==> src/rtl/fvd_pkg.sv <==
// types, sector map constants and key rom for the fat32 sector generator
// no dependencies
package fvd_pkg;

   localparam int SizeWidth  = 23;
   localparam int RomLen     = 38;
   localparam int QueueDepth = 2;

   // request and response payloads
   typedef struct packed {
      logic [23:0] block_address;
      logic [4:0]  chunk_index;
   } req_type;

   typedef struct packed {
      logic [63:0] data_high;
      logic [63:0] data_low;
   } rsp_type;

   // sector classes
   typedef logic [2:0] region_type;
   localparam region_type REGION_ZERO = 3'd0;
   localparam region_type REGION_MBR  = 3'd1;
   localparam region_type REGION_BOOT = 3'd2;
   localparam region_type REGION_FAT  = 3'd3;
   localparam region_type REGION_ROOT = 3'd4;
   localparam region_type REGION_FILE = 3'd5;

   // sector map
   localparam logic [23:0] SECT_MBR  = 24'd0;
   localparam logic [23:0] SECT_BOOT = 24'd62;
   localparam logic [23:0] SECT_FAT1 = 24'd63;
   localparam logic [23:0] SECT_FAT2 = 24'd71;
   localparam logic [23:0] SECT_ROOT = 24'd79;
   localparam logic [23:0] SECT_FILE = 24'd87;

   // classified request handed from front to back
   typedef struct packed {
      region_type  region;
      logic [4:0]  chunk;
      logic [9:0]  fat_base;
      logic [22:0] offset;
      logic        beyond_max;
   } job_type;

   // queue status seen by front and back
   typedef struct packed {
      logic full;
      logic not_empty;
   } queue_status_type;

   // file contents, first character in the top byte
   localparam logic [8*RomLen-1:0] KEY_ROM = "{7065c23a-3818-43c5-bdf0-55567ade31e7}";

   function automatic logic [7:0] key_byte(input logic [5:0] idx);
      int pos;
      logic [7:0] result;
      pos = RomLen - 1 - int'(idx);
      result = 8'h00;
      if (int'(idx) < RomLen) begin
         result = KEY_ROM[pos*8 +: 8];
      end
      return result;
   endfunction

endpackage

==> src/rtl/fat32_virtual_disk_sector_generator.sv <==
// top level of the fat32 sector generator: size register, front, queue, back
// depends on fvd_pkg, fvd_front, fvd_queue, fvd_back
//
//   channel   ports                            direction  handshake
//   request   start, busy, req_data            in         start && !busy
//   response  rsp_strobe, rsp_data             out        rsp_strobe, one cycle
//   csr       csr_write_enable, csr_write_data in         csr_write_enable
//
// one request per cycle sustained; a response passes through the front stage,
// the queue entry and the output register
// synchronous reset clears the stage, queue and strobe, file_size returns to 38
// busy only rises during reset or if the queue fills, which does not happen
// since the back end drains one request every cycle
module fat32_virtual_disk_sector_generator
   import fvd_pkg::*;
#(
   parameter int KEY_BYTES = 38
) (
   input  logic                 clock,
   input  logic                 reset,
   input  logic                 start,
   output logic                 busy,
   input  req_type              req_data,
   output logic                 rsp_strobe,
   output rsp_type              rsp_data,
   input  logic                 csr_write_enable,
   input  logic [SizeWidth-1:0] csr_write_data
);

   logic [SizeWidth-1:0] file_size_ff, file_size_in;
   queue_status_type     queue_status;
   logic                 push;
   job_type              push_job;
   job_type              head_job;

   // file size register
   assign file_size_in = csr_write_enable ? csr_write_data : file_size_ff;

   always_ff @(posedge clock) begin
      if (reset) begin
         file_size_ff <= SizeWidth'(38);
      end else begin
         file_size_ff <= file_size_in;
      end
   end

   fvd_front u_front (
      .clock        (clock),
      .reset        (reset),
      .start        (start),
      .req_data     (req_data),
      .queue_status (queue_status),
      .busy         (busy),
      .push         (push),
      .push_job     (push_job)
   );

   fvd_queue u_queue (
      .clock    (clock),
      .reset    (reset),
      .push     (push),
      .push_job (push_job),
      .pop      (queue_status.not_empty),
      .status   (queue_status),
      .head_job (head_job)
   );

   fvd_back #(
      .KEY_BYTES (KEY_BYTES)
   ) u_back (
      .clock      (clock),
      .reset      (reset),
      .job_valid  (queue_status.not_empty),
      .job        (head_job),
      .file_size  (file_size_ff),
      .rsp_strobe (rsp_strobe),
      .rsp_data   (rsp_data)
   );

endmodule

==> src/rtl/fvd_front.sv <==
// front end: request stage and sector classification
// depends on fvd_pkg
module fvd_front
   import fvd_pkg::*;
(
   input  logic             clock,
   input  logic             reset,
   input  logic             start,
   input  req_type          req_data,
   input  queue_status_type queue_status,
   output logic             busy,
   output logic             push,
   output job_type          push_job
);

   logic        valid_ff, valid_in;
   req_type     req_ff, req_in;
   logic        accept;
   logic [23:0] ba;
   logic [23:0] rel_file;
   logic [23:0] rel_fat;

   // handshake
   assign busy   = reset || (valid_ff && queue_status.full);
   assign accept = start && !busy;
   assign push   = valid_ff && !queue_status.full;

   always_comb begin
      valid_in = valid_ff;
      req_in   = req_ff;
      if (push) begin
         valid_in = 1'b0;
      end
      if (accept) begin
         valid_in = 1'b1;
         req_in   = req_data;
      end
   end

   always_ff @(posedge clock) begin
      if (reset) begin
         valid_ff <= 1'b0;
      end else begin
         valid_ff <= valid_in;
      end
      req_ff <= req_in;
   end

   // classify the held request
   assign ba       = req_ff.block_address;
   assign rel_file = ba - SECT_FILE;
   assign rel_fat  = (ba < SECT_FAT2) ? (ba - SECT_FAT1) : (ba - SECT_FAT2);

   always_comb begin
      push_job.chunk      = req_ff.chunk_index;
      push_job.fat_base   = {rel_fat[2:0], req_ff.chunk_index, 2'b00};
      push_job.offset     = {rel_file[13:0], req_ff.chunk_index, 4'b0000};
      push_job.beyond_max = |rel_file[23:14];
      if (ba == SECT_MBR) begin
         push_job.region = REGION_MBR;
      end else if (ba == SECT_BOOT) begin
         push_job.region = REGION_BOOT;
      end else if (ba >= SECT_FAT1 && ba < SECT_ROOT) begin
         push_job.region = REGION_FAT;
      end else if (ba == SECT_ROOT) begin
         push_job.region = REGION_ROOT;
      end else if (ba >= SECT_FILE) begin
         push_job.region = REGION_FILE;
      end else begin
         push_job.region = REGION_ZERO;
      end
   end

endmodule

==> src/rtl/fvd_queue.sv <==
// short queue of classified requests between front and back
// depends on fvd_pkg
module fvd_queue
   import fvd_pkg::*;
(
   input  logic             clock,
   input  logic             reset,
   input  logic             push,
   input  job_type          push_job,
   input  logic             pop,
   output queue_status_type status,
   output job_type          head_job
);

   localparam int PtrWidth   = (QueueDepth > 1) ? $clog2(QueueDepth) : 1;
   localparam int CountWidth = $clog2(QueueDepth + 1);

   job_type                 entry_ff [QueueDepth];
   logic [PtrWidth-1:0]     wr_ptr_ff, wr_ptr_in;
   logic [PtrWidth-1:0]     rd_ptr_ff, rd_ptr_in;
   logic [CountWidth-1:0]   count_ff, count_in;
   logic                    do_push, do_pop;

   assign status.full      = (count_ff == CountWidth'(QueueDepth));
   assign status.not_empty = (count_ff != '0);
   assign do_push          = push && !status.full;
   assign do_pop           = pop && status.not_empty;
   assign head_job         = entry_ff[rd_ptr_ff];

   // pointer and fill bookkeeping
   always_comb begin
      wr_ptr_in = wr_ptr_ff;
      rd_ptr_in = rd_ptr_ff;
      count_in  = count_ff;
      if (do_push) begin
         wr_ptr_in = (wr_ptr_ff == PtrWidth'(QueueDepth - 1)) ? '0 : wr_ptr_ff + 1'b1;
      end
      if (do_pop) begin
         rd_ptr_in = (rd_ptr_ff == PtrWidth'(QueueDepth - 1)) ? '0 : rd_ptr_ff + 1'b1;
      end
      if (do_push && !do_pop) begin
         count_in = count_ff + 1'b1;
      end else if (do_pop && !do_push) begin
         count_in = count_ff - 1'b1;
      end
   end

   always_ff @(posedge clock) begin
      if (reset) begin
         wr_ptr_ff <= '0;
         rd_ptr_ff <= '0;
         count_ff  <= '0;
      end else begin
         wr_ptr_ff <= wr_ptr_in;
         rd_ptr_ff <= rd_ptr_in;
         count_ff  <= count_in;
      end
   end

   // entry storage
   always_ff @(posedge clock) begin
      if (do_push) begin
         entry_ff[wr_ptr_ff] <= push_job;
      end
   end

endmodule

==> src/rtl/fvd_back.sv <==
// back end: builds one 16-byte chunk per classified request and registers it
// depends on fvd_pkg
module fvd_back
   import fvd_pkg::*;
#(
   parameter int KEY_BYTES = 38
) (
   input  logic                 clock,
   input  logic                 reset,
   input  logic                 job_valid,
   input  job_type              job,
   input  logic [SizeWidth-1:0] file_size,
   output logic                 rsp_strobe,
   output rsp_type              rsp_data
);

   logic        rsp_strobe_ff, rsp_strobe_in;
   rsp_type     rsp_data_ff, rsp_data_in;
   logic [7:0]  b [16];
   logic [23:0] size_round;
   logic [11:0] clusters;
   logic [12:0] chain_end;
   logic [7:0]  first_cluster;
   logic        file_hit;

   // chain length and first cluster from the file size
   assign size_round    = {1'b0, file_size} + 24'd4095;
   assign clusters      = size_round[23:12];
   assign chain_end     = {1'b0, clusters} + 13'd2;
   assign first_cluster = (file_size == '0) ? 8'd0 : 8'd3;
   assign file_hit      = !job.beyond_max && (job.offset <= file_size) &&
                          ({1'b0, job.offset[22:12]} < clusters);

   // fat entry for cluster number n
   function automatic logic [31:0] fat_entry(input logic [9:0] n, input logic [12:0] last);
      logic [31:0] value;
      value = 32'h0;
      if (n < 10'd2) begin
         value = 32'hFFFF_FFF8;
      end else if (n == 10'd2) begin
         value = 32'hFFFF_FFFF;
      end else if ({3'b000, n} == last) begin
         value = 32'hFFFF_FFFF;
      end else if ({3'b000, n} < last) begin
         value = 32'(n) + 32'd1;
      end
      return value;
   endfunction

   // chunk contents per sector class
   always_comb begin
      logic [31:0] entry;
      logic [22:0] pos;
      for (int k = 0; k < 16; k++) begin
         b[k] = 8'h00;
      end
      entry = 32'h0;
      pos   = '0;
      case (job.region)
         REGION_MBR: begin
            if (job.chunk == 5'd28) begin
               b[2]  = 8'h0C;
               b[6]  = SECT_BOOT[7:0];
               b[11] = 8'h10;
            end
            if (job.chunk == 5'd31) begin
               b[14] = 8'h55;
               b[15] = 8'hAA;
            end
         end
         REGION_BOOT: begin
            case (job.chunk)
               5'd0: begin
                  b[0] = 8'hEB; b[1] = 8'h58; b[2] = 8'h90; b[3] = 8'h4D;
                  b[4] = 8'h53; b[5] = 8'h44; b[6] = 8'h4F; b[7] = 8'h53;
                  b[8] = 8'h35; b[9] = 8'h2E; b[10] = 8'h30; b[11] = 8'h00;
                  b[12] = 8'h02; b[13] = 8'h08; b[14] = 8'h01; b[15] = 8'h00;
               end
               5'd1: begin
                  b[0] = 8'h02; b[5] = 8'hF8; b[8] = 8'h3F; b[10] = 8'hFF;
                  b[12] = SECT_BOOT[7:0];
               end
               5'd2: begin
                  b[1] = 8'h10; b[4] = 8'h08; b[12] = 8'h02;
               end
               5'd3: begin
                  b[0] = 8'h01; b[2] = 8'h06;
               end
               5'd4: begin
                  b[0] = 8'h80; b[1] = 8'h00; b[2] = 8'h29; b[3] = 8'h94;
                  b[4] = 8'h0E; b[5] = 8'h0D; b[6] = 8'h08; b[7] = 8'h4E;
                  b[8] = 8'h4F; b[9] = 8'h20; b[10] = 8'h4E; b[11] = 8'h41;
                  b[12] = 8'h4D; b[13] = 8'h45; b[14] = 8'h20; b[15] = 8'h20;
               end
               5'd5: begin
                  b[0] = 8'h20; b[1] = 8'h20; b[2] = 8'h46; b[3] = 8'h41;
                  b[4] = 8'h54; b[5] = 8'h33; b[6] = 8'h32; b[7] = 8'h20;
                  b[8] = 8'h20; b[9] = 8'h20;
               end
               5'd31: begin
                  b[14] = 8'h55; b[15] = 8'hAA;
               end
               default: begin
               end
            endcase
         end
         REGION_FAT: begin
            // four little-endian entries per chunk
            for (int e = 0; e < 4; e++) begin
               entry = fat_entry({job.fat_base[9:2], 2'(e)}, chain_end);
               b[4*e]     = entry[7:0];
               b[4*e + 1] = entry[15:8];
               b[4*e + 2] = entry[23:16];
               b[4*e + 3] = entry[31:24];
            end
         end
         REGION_ROOT: begin
            if (job.chunk == 5'd0) begin
               // volume label entry
               b[0] = 8'h4C; b[1] = 8'h55; b[2] = 8'h46; b[3] = 8'h41;
               b[4] = 8'h5F; b[5] = 8'h31; b[6] = 8'h20; b[7] = 8'h20;
               b[8] = 8'h20; b[9] = 8'h20; b[10] = 8'h20; b[11] = 8'h08;
            end else if (job.chunk == 5'd2) begin
               // file name and attribute
               b[0] = 8'h4B; b[1] = 8'h45; b[2] = 8'h59; b[3] = 8'h5F;
               b[4] = 8'h46; b[5] = 8'h49; b[6] = 8'h4C; b[7] = 8'h45;
               b[8] = 8'h54; b[9] = 8'h58; b[10] = 8'h54; b[11] = 8'h20;
               b[13] = 8'h04; b[14] = 8'h72;
            end else if (job.chunk == 5'd3) begin
               // dates, first cluster and size
               b[0] = 8'h79; b[1] = 8'h40; b[2] = 8'h79; b[3] = 8'h40;
               b[8] = 8'h79; b[9] = 8'h40;
               b[10] = first_cluster;
               b[12] = file_size[7:0];
               b[13] = file_size[15:8];
               b[14] = {1'b0, file_size[22:16]};
            end
         end
         REGION_FILE: begin
            if (file_hit) begin
               for (int k = 0; k < 16; k++) begin
                  pos = {job.offset[22:4], 4'(k)};
                  if (pos < 23'(RomLen) && 32'(pos) < KEY_BYTES) begin
                     b[k] = key_byte(pos[5:0]);
                  end
               end
            end
         end
         default: begin
         end
      endcase
   end

   // pack bytes into the response
   always_comb begin
      for (int k = 0; k < 8; k++) begin
         rsp_data_in.data_low[8*k +: 8]  = b[k];
         rsp_data_in.data_high[8*k +: 8] = b[k + 8];
      end
      rsp_strobe_in = job_valid;
   end

   // output register
   always_ff @(posedge clock) begin
      if (reset) begin
         rsp_strobe_ff <= 1'b0;
      end else begin
         rsp_strobe_ff <= rsp_strobe_in;
      end
      rsp_data_ff <= rsp_data_in;
   end

   assign rsp_strobe = rsp_strobe_ff;
   assign rsp_data   = rsp_data_ff;

endmodule

==> config.mk <==
export PLATFORM = sky130hd
export DESIGN_NAME = fat32_virtual_disk_sector_generator
export DESIGN_NICKNAME = d
export VERILOG_FILES = /design/src/rtl/fvd_pkg.sv /design/src/rtl/fat32_virtual_disk_sector_generator.sv /design/src/rtl/fvd_front.sv /design/src/rtl/fvd_queue.sv /design/src/rtl/fvd_back.sv
export SDC_FILE = /design/constraint.sdc
export NUM_CORES = 1
export LEC_CHECK = 0
export BUFFER_PORTS_ARGS = -buffer_cell sky130_fd_sc_hd__buf_2
export CAP_MARGIN = 20
export CORE_MARGIN = 2
export CORE_UTILIZATION = 50
export DETAILED_ROUTE_END_ITERATION = 8
export PLACE_DENSITY = 0.72
export SYNTH_ARGS = -nofsm -noshare
export SYNTH_HDL_FRONTEND = slang
export SYNTH_HIERARCHICAL = 1
export SYNTH_SLANG_ARGS = --single-unit
export TNS_END_PERCENT = 10
==> constraint.sdc <==
create_clock -name clock -period 4.6 [get_ports clock]
set_clock_uncertainty 0.2 [all_clocks]
set_input_delay 0.69 -clock clock [delete_from_list [all_inputs] [get_ports clock]]
set_output_delay 0.69 -clock clock [all_outputs]
set_load 0.02 [all_outputs]
Yosys cells after proc, flatten, opt, wreduce, memory -nomap -nowiden:

Memory sizes are Yosys's and may differ from the RTL's. A register that Yosys moved wholly into a read port is not among the register bits.
Cells that the tools add are included.

* flip-flop bits (word level): 186
* bits in writable memories: 72
* input bits: 56
* output and inout port bits: 130
* word-level logic and storage cells: 279
* memories kept: 1

Memories
* u_queue.entry_ff: words 2, width 36, read ports 1, clocked after Yosys merged registers in 1, wr ports 1, RTL line fvd_queue.sv:18 `job_type entry_ff [QueueDepth];`

* add/sub/neg operators: 29
* $lt $le $gt $ge: 62
* equality and inequality tests: 19
* shifts and indexed selects: 16
* multiplexer cells: 101
* reduce and logical (&&, ||, !) cells: 41

Operators with widths (number)
* 304-bit by 32-bit variable part select with 8-bit output (first input constant): 16
* 23-bit by 6-bit < comparator with 1-bit output (second input constant): 32
* 32-bit 2-to-1 mux: 13
* 8-bit 2-to-1 mux: 33
* 8-bit one-hot mux with 5 select lines: 5
* 128-bit 2-to-1 mux: 1
* 16-bit one-hot mux with 4 select lines: 2
* 32-bit one-hot mux with 4 select lines: 1
* 6-bit by 6-bit subtractor with 7-bit output (first input constant): 16
* 6-bit < comparator (second input constant): 16
* 96-bit 2-to-1 mux: 1
* 24-bit one-hot mux with 4 select lines: 1
* 8-bit one-hot mux with 4 select lines: 3
* 31-bit 2-to-1 mux: 3
* 15-bit one-hot mux with 3 select lines: 2
* 24-bit 2-to-1 mux: 3
* 7-bit one-hot mux with 4 select lines: 2
* 10-bit by 13-bit equality test with 1-bit output: 4
* 10-bit by 13-bit < comparator with 1-bit output: 4
* 24-bit by 7-bit < comparator with 1-bit output (second input constant): 2
* 8-bit one-hot mux with 3 select lines: 2
* 10-bit by 1-bit adder with 11-bit output (second input constant): 4
* 7-bit one-hot mux with 3 select lines: 2
* 10-bit by 2-bit < comparator with 1-bit output (second input constant): 4
* other kinds (43): 96

Logic depth before layout (Yosys ltp):

* depth after elaboration: 8
* mapped depth: 19
* depth with buffers taken out: 19

Hierarchy:

Netlist, hierarchy kept.

Modules (own cells, without submodules)
* fvd_back: instances 1, cells an instance 686, area an instance 5989.5 um2, sequential area each 2522.4 um2
* fvd_queue: instances 1, cells an instance 156, area an instance 3240.6 um2, sequential area each 2622.5 um2
* fvd_front: instances 1, cells an instance 133, area an instance 1580.3 um2, sequential area each 890.9 um2
* fat32_virtual_disk_sector_generator: instances 1, cells an instance 74, area an instance 840.8 um2, sequential area each 460.4 um2

Least setup slack after synthesis:

OpenSTA, ideal clock, no wires.

* path type: register to register
* from: register file_size_ff[3]
* to: register u_back.rsp_data_ff (netlist bit u_back/rsp_data[4])
* library setup time: 0.126 ns
* arrival time: 3.627 ns
* data required time: 4.274 ns
* slack: 0.647 ns
* stages on the path, launching flop included: 18
* buffers on the path: 0
* period minus slack after synthesis: 3.953 ns
* path through: dfxtp_1 or4_4 o31ai_4 xnor2_1 inv_1 ha_1 nand2_1 nor2_1 nand3_1 xnor2_1 ha_1 nand3_1 nor3_1 and2_0 o21a_1 o21ai_1 a311oi_1 o21ai_1

RTL lines
* from (decl): RTL line fat32_virtual_disk_sector_generator.sv:30 `logic [SizeWidth-1:0] file_size_ff, file_size_in;`
* from (signal assigned): RTL line fat32_virtual_disk_sector_generator.sv:41 `file_size_ff <= SizeWidth'(38);`
* from (signal assigned): RTL line fat32_virtual_disk_sector_generator.sv:43 `file_size_ff <= file_size_in;`
* to (signal assigned): RTL line fvd_back.sv:170 `rsp_data_ff <= rsp_data_in;`
* to (decl): RTL line fvd_back.sv:18 `rsp_type rsp_data_ff, rsp_data_in;`

==> run metrics <==
Net Sw Frac 27.74%; clk buf depth 3; relative slew slack 39.49%; largest net degree at the start of global routing 41; fin cells between 1,500 and 2,000; Least-Margin Pin Slew 900.7 ps; Vias/cell 5.656; max incr delay on CP around 540 ps; die height 155.6 um; P_int 4.388 mW; CP max FO 9; power per cell area 445.5 nW/um2; nets between 1,000 and 1,500; Clk pwr share between 30% and 40%; CP required 4800 ps; crit path time final 4414 ps; Max Clk Rate 226.5 MHz; Die ar. 24,220 um2; final wirelength 30,190 um; initial antenna violation count 0; Root Driver clkbuf_16; Tightest Hold Check Type input port to flop; combinational power share 19.6%; CTS tree yes; fin worst setup slack 185.8 ps; Core Footprint 22,570 um2; final setup violation count 0; endpoints failing hold 0; I/O Pins ~190; Initial Util 50.92%; Reg-to-Reg Start file_size_ff[5]; CTS Buf Count 26; share of cells above drive strength 1 26.42%; hpwl dp 22,700 um; DRT iter0 DRCs 659; cell area after layout 13,630 um2; Worst-path clk slew 60 ps; commonest non-fill, non-tap cell in the layout buf_2; Clk Latency, worst-skew pair around 530 ps; crit start category flop; mapped cell area 11,490 um2; LEAKAGE between 6 and 7 nW; Syn Inst Count 1,041; status finished clean; Tcrit/Tclk final 95.96%; CP delay by family, top compound AO/OA/AOI/OAI gates; Max-Cap Viols 0; synth warn 6; GRT overflow 0; Setup crit end kind flop; final setup TNS 0 ps; Cell Rows 55; CP Cell Sequence nor4_1, buf_4, a311oi_2, xnor2_1, ha_1, nand2_1, nor2_1, nand3_1, xnor2_1, ha_1, nand3_1, nor3_2, o221ai_1, o211ai_1, nand2_2, a311oi_1, nand3_1; H-tree depth 1; Min-Delay Startpoint req_data[15]; antenna viol nets, final 0; Worst path slowest cell a311oi_2; commonest non-fill, non-tap cells in the layout 185 x buf_2, 155 x dfxtp_1, 109 x edfxtp_1; CTS Sinks between 200 and 300; net load switching power 1.685 mW; pre-CTS setup slack 126.2 ps; via count 8,677; Total GRT Usage 24.20%; Fillers roughly 1,900; Layout area overhead 18.62%; DRT Pass-1 Iters 5; Critical Setup Path Class flop to flop; Reg power frac 43.5%; Worst EP arrival 4610 ps; drc violations 0; ant diodes 0; RSZ-0062 raised after global routing false; first-pass GRT wire length between 40,000 and 50,000 um; DR WL/cell 19.68 um; Placed Cells incl. Taps 1,486; syn avg cell area between 10 and 15 um2; max-slew violations 0; Crit path top cell by count nand3_1; Cell Area, Placed 12,660 um2; PortBufs 185; CP bufs+invs 1; Max IR drop VDD 0.3000 mV; Worst setup startpoint file_size_ff[5]; DIE WIDTH 155.6 um; vias in the first global route 8,156; routability cong. 0.9480
==> stage by stage <==
step                power [mW]  util [%]  hold slack, ps
global placement         3.831     56.09           268.4
floorplan                3.503         -           251.6
global route             6.318     60.40           124.0
detailed placement       3.847     56.09           282.4
CTS                      6.078     60.21           117.0
finish                   6.073     60.40           134.1
==> power groups by stage <==
stage          Clock, mW  Combinational [mW]  Sequential [mW]
3_5_place_dp           0                1.15             2.69
2_1_floorplan          0               0.825             2.68
3_3_place_gp           0                1.14             2.69
6_report            2.24                1.19             2.64
4_1_cts             2.27                1.16             2.64
5_1_grt             2.37                1.29             2.66
==> worst paths after layout <==
path	slack [ps]	depth (start not counted)	to
max	190	17	u_back/rsp_data[38]
min	130	1	u_front/ba[10]
max reg2reg	190	17	u_back/rsp_data[38]
min reg2reg	280	2	u_queue/wr_ptr_ff
==> metal layers <==
metal	wire length, um	up-vias	global-route usage, %
met2	14110	449	39.44
met3	2496	82	4.639
met5	0	-	0
met1	12380	4032	31.87
li1	-	4114	-
met4	1212	0	10.00
==> state kept, by name, indices dropped and copies added, names as in the netlist, named ones only <==
name	flops
u_front/ba	24
u_queue/count_ff	2
u_front/push_job	5
file_size_ff	23
u_queue/entry_ff	80
u_queue/wr_ptr_ff	1
u_back/rsp_data	125
u_queue/rd_ptr_ff	1
u_back/rsp_strobe	1
u_front/valid_ff	1
==> what timing repair did <==
item	in CTS	in global routing
buffers inserted	0	0
hold buffers	0	0
endpoints found under the hold margin	0	0
resized for setup	0	11
setup endpoints to repair	0	103
==> final cells by class <==
| type | count | area (um2) | share of cell area, % |
|---|---|---|---|
| tap | 285 | 356.6 | 2.616 |
| inverter | 56 | 210.2 | 1.542 |
| clock inverter | 11 | 165.2 | 1.211 |
| timing repair buffer | 216 | 1171 | 8.590 |
| sequential | 264 | 6376 | 46.77 |
| multi-input combinational | 665 | 4591 | 33.67 |
| clock buffer | 37 | 763.2 | 5.598 |
Power figures use the tool's default switching activity.
